File: src/design/qau_pkg.sv
// Shared codes and types of the quaternion arithmetic unit.
package qau_pkg;

  localparam int IO_BITS = 16;

  typedef logic [1:0]         func_t;
  typedef logic [1:0]         status_t;
  typedef logic [IO_BITS-1:0] io_word_t;

  localparam func_t FUNC_MUL  = 2'd0;
  localparam func_t FUNC_MAT  = 2'd1;
  localparam func_t FUNC_NORM = 2'd2;
  localparam func_t FUNC_DOT  = 2'd3;

  localparam status_t STATUS_OK   = 2'd0;
  localparam status_t STATUS_ZERO = 2'd1;
  localparam status_t STATUS_SAT  = 2'd2;

endpackage

File: src/design/qau_sqrt.sv
// Pipelined integer square root, one result bit per stage.
module qau_sqrt #(
  parameter int WORD_BITS = 16,
  parameter int TAG_W     = 8
) (
  input  logic                 clk,
  input  logic                 rst_n,
  input  logic                 en,
  input  logic                 in_valid,
  input  logic [2*WORD_BITS:0] n_sq,
  input  logic [TAG_W-1:0]     tag_in,
  output logic                 out_valid,
  output logic [WORD_BITS:0]   root,
  output logic [TAG_W-1:0]     tag_out
);
  import qau_pkg::*;

  localparam int R  = WORD_BITS + 1;
  localparam int NB = 2 * R;

  logic             v_r    [R];
  logic [R+1:0]     rem_r  [R];
  logic [R-1:0]     root_r [R];
  logic [NB-1:0]    nsh_r  [R];
  logic [TAG_W-1:0] tag_r  [R];

  for (genvar j = 0; j < R; j++) begin : g_stg
    logic             v_i;
    logic [R+1:0]     rem_i;
    logic [R-1:0]     root_i;
    logic [NB-1:0]    nsh_i;
    logic [TAG_W-1:0] tag_i;
    logic [R+3:0]     remx;
    logic [R+3:0]     trial;
    logic             take;

    if (j == 0) begin : g_first
      assign v_i    = in_valid;
      assign rem_i  = '0;
      assign root_i = '0;
      assign nsh_i  = NB'(n_sq);
      assign tag_i  = tag_in;
    end else begin : g_next
      assign v_i    = v_r[j-1];
      assign rem_i  = rem_r[j-1];
      assign root_i = root_r[j-1];
      assign nsh_i  = nsh_r[j-1];
      assign tag_i  = tag_r[j-1];
    end

    assign remx  = {rem_i, nsh_i[NB-1 -: 2]};
    assign trial = (R + 4)'({root_i, 2'b01});
    assign take  = (remx >= trial);

    always_ff @(posedge clk) begin
      if (!rst_n) begin
        v_r[j] <= 1'b0;
      end else if (en) begin
        v_r[j] <= v_i;
      end
    end

    always_ff @(posedge clk) begin
      if (en) begin
        rem_r[j]  <= take ? (R + 2)'(remx - trial) : (R + 2)'(remx);
        root_r[j] <= {root_i[R-2:0], take};
        nsh_r[j]  <= nsh_i << 2;
        tag_r[j]  <= tag_i;
      end
    end
  end

  assign out_valid = v_r[R-1];
  assign root      = root_r[R-1];
  assign tag_out   = tag_r[R-1];

endmodule

File: config.mk
export PLATFORM = sky130hd
export DESIGN_NAME = qau_sqrt
export DESIGN_NICKNAME = d
export VERILOG_FILES = /design/src/design/qau_pkg.sv /design/src/design/qau_sqrt.sv
export SDC_FILE = /design/constraint.sdc
export NUM_CORES = 1
export LEC_CHECK = 0
export ABC_AREA = 1
export BUFFER_PORTS_ARGS = -buffer_cell sky130_fd_sc_hd__buf_4
export CAP_MARGIN = 20
export CORE_MARGIN = 2
export CORE_UTILIZATION = 35
export DETAILED_ROUTE_END_ITERATION = 10
export HOLD_SLACK_MARGIN = 0.08
export PLACE_DENSITY = 0.53
export RECOVER_POWER = 25
export SKIP_CTS_REPAIR_TIMING = 1
export SYNTH_ARGS = -nofsm -noshare
export SYNTH_HDL_FRONTEND = slang
export SYNTH_SLANG_ARGS = --single-unit
File: constraint.sdc
create_clock -name clk -period 2.8 [get_ports clk]
set_clock_uncertainty 0.2 [all_clocks]
set_input_delay 0.56 -clock clk [delete_from_list [all_inputs] [get_ports clk]]
set_output_delay 0.56 -clock clk [all_outputs]
set_load 0.01 [all_outputs]
==> run_results.csv <==
group,metric,value,unit
outcome,outcome,"finished, violations left",
outcome,failed_checks,"capacitance limit, slew limit",
clock_tree,cts-htree-levels,3,
job,drv_cap,1,
grt,grt_pass1_wl,146000,um
setup_path,cp-end-kind,"register",
setup_path,cp.arrival,2850,ps
floorplanning,die_w,350,um
setup_path,critPathBufInv,2,
detailed_routing,drt-pass1-iter-count,5,
detailed_routing,vias,27700,
clock_tree,cts_buffers,95,
yosys,ys_seq_elements,856,
timing,grt_setup_unrepaired,"false",
clock_tree,cts_root_buffer,"clkbuf_16",
layout,layout-drive-gt1-share,8.40,%
layout,diodes,0,
grt,grt_pass1_vias,27200,
power_and_ir_drop,finalPower,0.0344,W
clock_tree,clock_latency,700,ps
setup_path,critPathLaunchType,"register",
detailed_routing,drt_wl_total,91700,um
floorplanning,io_pins,71,
placement,gp_congestion,0.899,
grt,antenna_found_initial,2,
yosys,ys.flop_type,"edfxtp_1",
floorplanning,initial_core_util,35.1,%
timing,hold_viol_final,0,
yosys,ys_top_cells_by_area,"edfxtp_1, nand2_1, inv_1",
yosys,syn_inst,4224,
detailed_routing,wl_met3,3500,um
placement,dp_hpwl,68500,um
floorplanning,chipHeight,350,um
setup_path,path_cells,"ha_1 > nand2_1 > inv_1 > nand2_1 > nand2_1 > o21ai_1 > nand3_2 > buf_4 > xor2_1",
layout,area_growth_syn_to_layout,15.8,%
grt,grt_max_degree,72,
setup_path,cp_top_family,"simple AND/OR/NAND/NOR gates",
yosys,synth_top_area_share,61.2,%
timing,slew_violations,38,
timing,setup_viol,0,
clock_tree,path_clk_slew,60,ps
detailed_routing,top_layer_used,"met5",
layout,fillers,11800,
floorplanning,die_area,123000,um^2
grt,grt-ovfl-total,0,
detailed_routing,route.met2.wl,43600,um
yosys,yosys_warnings,0,
timing,fin_crit_sh,94.1,%
yosys,ys_seq_area_share,61.2,%
power_and_ir_drop,power_density,708,nW/um^2
layout,fin_cells,6157,
timing,worst_pin_slew,1520,ps
layout,fin_nets,4681,
floorplanning,core-area,119000,um^2
timing,worst_slew_margin_rel,-1.27,%
yosys,synth.avg_cell_area,9.93,um^2
yosys,synth-edff-count,855,
placement,dpl.cell_count,5933,
yosys,post-synth-top-count-cell,"nand2_1",
detailed_routing,wl_per_cell,14.9,um
setup_path,critPathKind,"register to register",
clock_tree,cts_tree,"built",
timing,fmax,380,MHz
timing,fin_setup_tns,0,ps
detailed_routing,drtAntennaViolNets,0,
timing,period_minus_slack,2630,ps
yosys,synth_commonest_cells,"nand2_1, edfxtp_1, inv_1, nor2_1, nand3_1",
detailed_routing,vias_per_cell,4.50,
clock_tree,clock_path_buffers,3,
timing,worst_slack,166,ps
yosys,synth_nets,4439,
placement,place_ws,151,ps
detailed_routing,drc_errors,0,
yosys,netlist_area,42000,um^2
power_and_ir_drop,ir_drop,0.672,mV
floorplanning,placementRows,127,
yosys,ys_types,48,
setup_path,cp_data_required_time,3020,ps
yosys,synth_top_area_cell,"edfxtp_1",
detailed_routing,wl_met1,42100,um
power_and_ir_drop,leakage,21.2,nW
clock_tree,cts_sinks,856,
setup_path,crit_fanout,11,
worst_hold_path,min_path_type,"register to register",
yosys,async_flop_share,0,%
placement,port_buffers,70,
detailed_routing,drt_iter0_markers,1788,
setup_path,critPathMostFrequentCell,"nand2_1",
setup_path,cp_slowest_stage_delay,420,ps
grt,grtUsageTotal,15.0,%
setup_path,crit_slowest_cell,"edfxtp_1",
## sequential cells by signal, summed over array words and instances, names as in the netlist
| name | cells |
|---|---|
| rem_r | 278 |
| nsh_r | 272 |
| root_r | 153 |
| tag_r | 136 |
| v_r | 17 |
## placed cells by master (no fill, tap or decap), types with 8 or more instances in the layout
| cell | n |
|---|---|
| o21ai_0 | 96 |
| dlygate4sd3_1 | 43 |
| clkinv_1 | 21 |
| nand4_1 | 46 |
| buf_4 | 111 |
| nand2_2 | 26 |
| edfxtp_1 | 855 |
| clkbuf_1 | 13 |
| nor3_1 | 35 |
| nor2_1 | 351 |
| clkbuf_16 | 95 |
| bufinv_16 | 12 |
| o21ai_1 | 9 |
| clkinv_2 | 16 |
| nand3b_1 | 32 |
| inv_2 | 11 |
| or2_2 | 8 |
| nand2_1 | 1313 |
| xnor2_1 | 30 |
| inv_1 | 662 |
| nand3_1 | 231 |
| buf_12 | 19 |
| nor2_2 | 14 |
| xor2_1 | 83 |
| a21oi_2 | 16 |
| ha_1 | 170 |
| a21oi_1 | 141 |
## logic make-up after synthesis
kind of cell,count (synthesis),share of synthesized area (%)
AO/OA/AOI/OAI,287,3.83
XOR/XNOR,113,2.36
adder cells (fa/ha/maj),170,5.07
buffers and inverters,703,6.63
flip-flops,856,61.2
other,1,0.00894
AND/OR/NAND/NOR,2094,20.9
## stage by stage
| stage | hold slack, ps | util, % | area, um^2 |
|---|---|---|---|
| 2_1_floorplan | 200 | - | 42000 |
| 3_3_place_gp | 200 | 37.6 | 44900 |
| 3_5_place_dp | 205 | 37.6 | 44900 |
| 4_1_cts | -221 | 40.3 | 48100 |
| 5_1_grt | 178 | 40.7 | 48600 |
| 6_report | 175 | 40.7 | 48600 |
## path summary, 6_finish.rpt
kind              cells after the start     startpoint  slack, ps       endpoint
hold / removal                        0    tag_r[2][7]        180    tag_r[3][7]
setup / recovery                      9  rem_r[0][134]        170  rem_r[0][152]
setup reg to reg                      9  rem_r[0][134]        170  rem_r[0][152]
hold reg to reg                       0    tag_r[2][7]        180    tag_r[3][7]
## report_power, final
group          internal, W  switching [W]  total [W]
Clock              0.00742        0.00532     0.0127
Sequential          0.0156       0.000723     0.0163
Combinational      0.00188        0.00350    0.00538
## metal layers
layer,vias to the layer above,GRT usage (%)
met5,-,0
met3,146,2.05
met1,12800,19.9
met2,434,25.3
met4,2,5.11
li1,14400,-
## cell type report
| cell class | count | area (um^2) | share of cell area, % |
|---|---|---|---|
| clock inverters | 68 | 787 | 1.62 |
| inverters | 674 | 2530 | 5.21 |
| repair buffers | 174 | 1650 | 3.39 |
| flip-flops and latches | 856 | 25700 | 52.9 |
| well taps | 1612 | 2020 | 4.15 |
| multi-input cells | 2665 | 13500 | 27.8 |
| clock buffers | 108 | 2430 | 4.99 |
## worst reg2reg max path: stages (launching register included)
cell      delay [ps]
edfxtp_1         420
ha_1             380
nand2_1          120
inv_1             60
nand2_1           70
nand2_1           80
o21ai_1          310
nand3_2          310
buf_4            270
xor2_1           140
Note: power is estimated with default switching activity, not from simulation.
