### src/design/qau_pkg.sv
// Shared codes and types of the quaternion arithmetic unit.
package qau_pkg;

  localparam int IO_BITS = 16;

  typedef logic [1:0]         func_t;
  typedef logic [1:0]         status_t;
  typedef logic [IO_BITS-1:0] io_word_t;

  localparam func_t FUNC_MUL  = 2'd0;
  localparam func_t FUNC_MAT  = 2'd1;
  localparam func_t FUNC_NORM = 2'd2;
  localparam func_t FUNC_DOT  = 2'd3;

  localparam status_t STATUS_OK   = 2'd0;
  localparam status_t STATUS_ZERO = 2'd1;
  localparam status_t STATUS_SAT  = 2'd2;

endpackage

### src/design/qau_div.sv
// Four-lane pipelined restoring divider, one quotient bit per stage.
module qau_div #(
  parameter int FRAC_BITS = 14,
  parameter int WORD_BITS = 16,
  parameter int TAG_W     = 8
) (
  input  logic                 clk,
  input  logic                 rst_n,
  input  logic                 en,
  input  logic                 in_valid,
  input  logic [WORD_BITS:0]   mag,
  input  logic [WORD_BITS-1:0] absv [4],
  input  logic [TAG_W-1:0]     tag_in,
  output logic                 out_valid,
  output logic [FRAC_BITS:0]   quo [4],
  output logic [TAG_W-1:0]     tag_out
);
  import qau_pkg::*;

  localparam int W  = WORD_BITS;
  localparam int F  = FRAC_BITS;
  localparam int QB = F + 1;
  localparam int NW = W + F + 2;

  logic             v_r   [QB];
  logic [NW-1:0]    rem_r [QB][4];
  logic [QB-1:0]    q_r   [QB][4];
  logic [W+1:0]     d_r   [QB];
  logic [TAG_W-1:0] tag_r [QB];

  for (genvar j = 0; j < QB; j++) begin : g_stg
    localparam int K = QB - 1 - j;
    logic             v_i;
    logic [NW-1:0]    rem_i [4];
    logic [QB-1:0]    q_i   [4];
    logic [W+1:0]     d_i;
    logic [TAG_W-1:0] tag_i;
    logic [NW-1:0]    dk;
    logic [NW-1:0]    rem_n [4];
    logic [QB-1:0]    q_n   [4];

    if (j == 0) begin : g_first
      // Dividend |c|*2^(F+1) + mag over divisor 2*mag rounds half away from zero.
      assign v_i   = in_valid;
      assign d_i   = {mag, 1'b0};
      assign tag_i = tag_in;
      always_comb begin
        for (int l = 0; l < 4; l++) begin
          rem_i[l] = (NW'(absv[l]) << (F + 1)) + NW'(mag);
          q_i[l]   = '0;
        end
      end
    end else begin : g_next
      assign v_i   = v_r[j-1];
      assign rem_i = rem_r[j-1];
      assign q_i   = q_r[j-1];
      assign d_i   = d_r[j-1];
      assign tag_i = tag_r[j-1];
    end

    assign dk = NW'(d_i) << K;

    always_comb begin
      for (int l = 0; l < 4; l++) begin
        if (rem_i[l] >= dk) begin
          rem_n[l] = rem_i[l] - dk;
          q_n[l]   = q_i[l] | (QB'(1) << K);
        end else begin
          rem_n[l] = rem_i[l];
          q_n[l]   = q_i[l];
        end
      end
    end

    always_ff @(posedge clk) begin
      if (!rst_n) begin
        v_r[j] <= 1'b0;
      end else if (en) begin
        v_r[j] <= v_i;
      end
    end

    always_ff @(posedge clk) begin
      if (en) begin
        rem_r[j] <= rem_n;
        q_r[j]   <= q_n;
        d_r[j]   <= d_i;
        tag_r[j] <= tag_i;
      end
    end
  end

  assign out_valid = v_r[QB-1];
  assign quo       = q_r[QB-1];
  assign tag_out   = tag_r[QB-1];

endmodule

### config.mk
export PLATFORM = sky130hd
export DESIGN_NAME = qau_div
export DESIGN_NICKNAME = d
export VERILOG_FILES = /design/src/design/qau_pkg.sv /design/src/design/qau_div.sv
export SDC_FILE = /design/constraint.sdc
export NUM_CORES = 2
export LEC_CHECK = 0
export BUFFER_PORTS_ARGS = -buffer_cell sky130_fd_sc_hd__buf_2
export CAP_MARGIN = 30
export CORE_MARGIN = 1
export CORE_UTILIZATION = 30
export DETAILED_ROUTE_END_ITERATION = 6
export PLACE_DENSITY = 0.54
export SYNTH_ARGS = -nofsm -noshare
export SYNTH_HDL_FRONTEND = slang
export SYNTH_SLANG_ARGS = --single-unit
### constraint.sdc
create_clock -name clk -period 4.3 [get_ports clk]
set_clock_uncertainty 0.15 [all_clocks]
set_input_delay 0.645 -clock clk [delete_from_list [all_inputs] [get_ports clk]]
set_output_delay 0.645 -clock clk [all_outputs]
set_load 0.005 [all_outputs]
==> results.json <==
{
  "synth_area_mm2": 0.131,
  "ant_nets": 0,
  "grt_pass1_vias": 91900,
  "rrSetupSlack_ns": 0.24,
  "cts.clk_slew.worst_paths_ns": 0.06,
  "slowest_delay_ns": 0.53,
  "final_cells": 18700,
  "chipWidth_um": 662,
  "cts_buffers": 268,
  "cts_setup_buffers": 0,
  "drv_slew": 0,
  "cts_tree": "yes",
  "cp.depth": 15,
  "seq_area_frac_synth_pct": 49.8,
  "cp.arrival_ns": 4.67,
  "slew_headroom_pct": 36.9,
  "die_area_mm2": 0.438,
  "cp-start-kind": "primary input",
  "netlist_instances": 12100,
  "drc_errors": 0,
  "rsz0062_at_grt": "true",
  "combPwrFrac_pct": 40.0,
  "reg2reg_from": "d_r[1][46]",
  "antenna_found_initial": 7,
  "worst-path-buf-inv": 3,
  "finalSetupViolations": 0,
  "clock_path_buffers": 4,
  "cp_cell_sequence": "dlygate4sd3_1 -> buf_2 -> ha_1 -> fa_1 -> xor2_1 -> ha_1 -> o21a_1 -> o31a_1 -> o41ai_2 -> o211ai_1 -> a221o_1 -> o2111ai_1 -> a21oi_2 -> buf_12 -> mux2_2",
  "grt_pass1_wl_um": 528000,
  "synth_warnings": 0,
  "initial_core_util_pct": 30.1,
  "core_mm2": 0.434,
  "post-route-period-util_pct": 96.6,
  "p_int_w": 0.0627,
  "dp_cells": 18200,
  "areaGrowthSynthToFinish_pct": 15.8,
  "yosys.area.top_type_share_pct": 49.8,
  "slowest_stage": "dlygate4sd3_1",
  "min_path_type": "in -> reg",
  "ys_seq_elements": 2169,
  "endpoint_kind": "register",
  "vias": 92300,
  "hold_slack_ns": 0.0886,
  "worst_slack_ns": 0.145,
  "clk_latency_ns": 0.94,
  "synth_edf_count": 2168,
  "final_hold_viol_count": 0,
  "portBuffers": 161,
  "grt.overflow.total": 0,
  "routed_wl_um": 349000,
  "synth_most_common_cell": "edfxtp_1",
  "cp-startpoint": "mag[15]",
  "cpMostUsedCell": "ha_1",
  "ys_types": 104,
  "worst-r2r-cell-count": 13,
  "first_pass_iters": 6,
  "period_needed_ns": 4.15,
  "avgSynthCellArea_um2": 10.8,
  "power.switching_w": 0.0353,
  "drive_above_1_share_pct": 10.4,
  "io_pins": 162,
  "place.gp.congestion": 0.909,
  "p_clk_share_pct": 23.6,
  "row_count": 242,
  "sequentialPowerShare_pct": 36.4,
  "power_w": 0.0980,
  "grt_usage_pct": 15.4,
  "h-tree-depth": 5,
  "clock-sinks": 2169,
  "place_ws_ns": -0.273,
  "ir_drop_v": 0.000305,
  "worst_pin_slew_ns": 0.946,
  "clockRootBuffer": "clkbuf_16",
  "synthTopCellsByCount": "edfxtp_1 (2168), nand2_1 (1054), ha_1 (985), a21oi_1 (935), o21ai_0 (900)",
  "synth_nets": 13200,
  "ys_dominant_reg_cell": "edfxtp_1",
  "critPathKind": "in -> reg",
  "p_sw_share_pct": 36.0,
  "status": "completed",
  "crit_required_ns": 4.81,
  "p_per_area_mw_per_mm2": 648,
  "crit_family": "compound AO/OA/AOI/OAI gates",
  "leakage_nw": 57.5,
  "cap_violations": 0,
  "fp.dieH_um": 662,
  "layout.nets": 13900,
  "dp_hpwl_um": 274000,
  "crit_path_max_fanout": 24,
  "drt_iter0_markers": 5099,
  "drt-wirelength-per-cell_um": 18.7,
  "fmax_mhz": 241,
  "yosysTopAreaCell": "edfxtp_1",
  "cp-endpoint": "rem_r[0][80]",
  "synth.area.top_cells": "edfxtp_1 (50%), ha_1 (9.4%), xor2_1 (3.8%)",
  "r2r-end": "rem_r[1][476]",
  "fillers": 43300,
  "grt_max_degree": 164,
  "viasPerCell": 4.94,
  "async_reset_ff_share_pct": 0
}
-- power groups by stage --
stage                     clock [W]  sequential (W)  combinational, W
after floorplan                   0          0.0342            0.0293
after global routing         0.0247          0.0363            0.0438
after detailed placement          0          0.0360            0.0390
after global placement            0          0.0360            0.0388
final                        0.0232          0.0356            0.0392
after CTS                    0.0240          0.0356            0.0393
-- through the flow --
stage | TNS, ns | util, % | area (µm²)
6_report | 0 | 34.9 | 151000
3_5_place_dp | -12.99 | 32.7 | 142000
5_1_grt | -0.00619 | 34.9 | 151000
2_1_floorplan | 0 | - | 131000
4_1_cts | 0 | 34.9 | 151000
3_3_place_gp | -12.41 | 32.7 | 142000
-- worst min-delay path by stage --
stage / from / end / slack [ns] / cells after the start
floorplan: q_r[0][44] / q_r[0][104] / 0.25 / 0
global placement: tag_r[1][19] / tag_r[1][27] / 0.25 / 0
detailed placement: q_r[1][159] / q_r[1][219] / 0.25 / 0
CTS: absv[47] / rem_r[0][94] / 0.003 / 3
global route: mag[16] / d_r[0][17] / 0.05 / 2
finish: absv[47] / rem_r[0][94] / 0.09 / 3
-- state kept, by name, indices dropped and copies added (netlist names) --
signal	flops
tag_r	120
d_r	119
v_r	15
rem_r	1435
q_r	480
-- timing repair --
action | 4_1_cts | 5_1_grt
gates resized for setup | 0 | 7
hold buffers | 29 | 0
endpoints found under the hold margin | 29 | 0
endpoints found under the setup margin | 0 | 33
-- cells in the final DEF (no fill, tap or decap), types with 45 or more instances in the layout --
master	netlist	routed
inv_1	523	523
fa_1	60	60
or3_1	132	132
xnor2_1	538	537
nor3_1	305	304
o31a_1	50	50
nand3_1	213	213
nor2_1	883	880
nand2_1	1054	1054
o21ai_0	900	899
nor4_1	132	128
a31oi_1	79	78
buf_4	5	448
edfxtp_1	2168	2168
buf_2	44	161
nand4_1	146	146
o21a_1	145	145
a21oi_1	935	933
clkbuf_1	180	45
a211oi_1	86	84
o31ai_1	82	82
nor2b_1	177	177
nand2b_1	182	182
mux2_2	175	175
a21o_1	370	370
and3_1	101	101
xor2_1	565	565
clkbuf_16	0	276
o21bai_1	84	83
or4_1	50	50
o211ai_1	67	67
ha_1	985	985
-- worst min-delay path, cell delays in order --
cell,delay (ns)
buf_2,0.11
xnor2_1,0.15
mux2_2,0.15
-- cell families after synthesis --
group	Yosys count	synth area share, %
AO/OA/AOI/OAI	3174	15.1
XOR/XNOR	1103	7.39
adder cells (fa/ha/maj)	1045	10.3
buffers and inverters	760	2.24
flip-flops	2169	49.8
multiplexers	197	1.68
AND/OR/NAND/NOR	3603	13.4
-- metal layers --
layer | global-route usage [%] | routed length (µm) | share of wire [%] | up-vias
met3 | 1.90 | 10700 | 3.1 | 775
met5 | 0 | 18 | 0.0052 | -
met1 | 16.8 | 138000 | 40 | 43200
li1 | - | - | - | 46600
met4 | 10.3 | 26700 | 7.6 | 4
met2 | 28.0 | 173000 | 50 | 1722
-- layout make-up --
| type | count | area (µm²) | share of cell area, % |
|---|---|---|---|
| diodes | 4 | 10.0 | 0.00661 |
| clock buffers | 322 | 7090 | 4.68 |
| clock inverters | 155 | 1890 | 1.25 |
| inverters | 523 | 1960 | 1.30 |
| multi-input cells | 9122 | 62800 | 41.5 |
| flip-flops and latches | 2169 | 65100 | 43.0 |
| well taps | 5734 | 7170 | 4.74 |
| repair buffers | 678 | 5260 | 3.48 |
(Power assumes the default switching activity.)
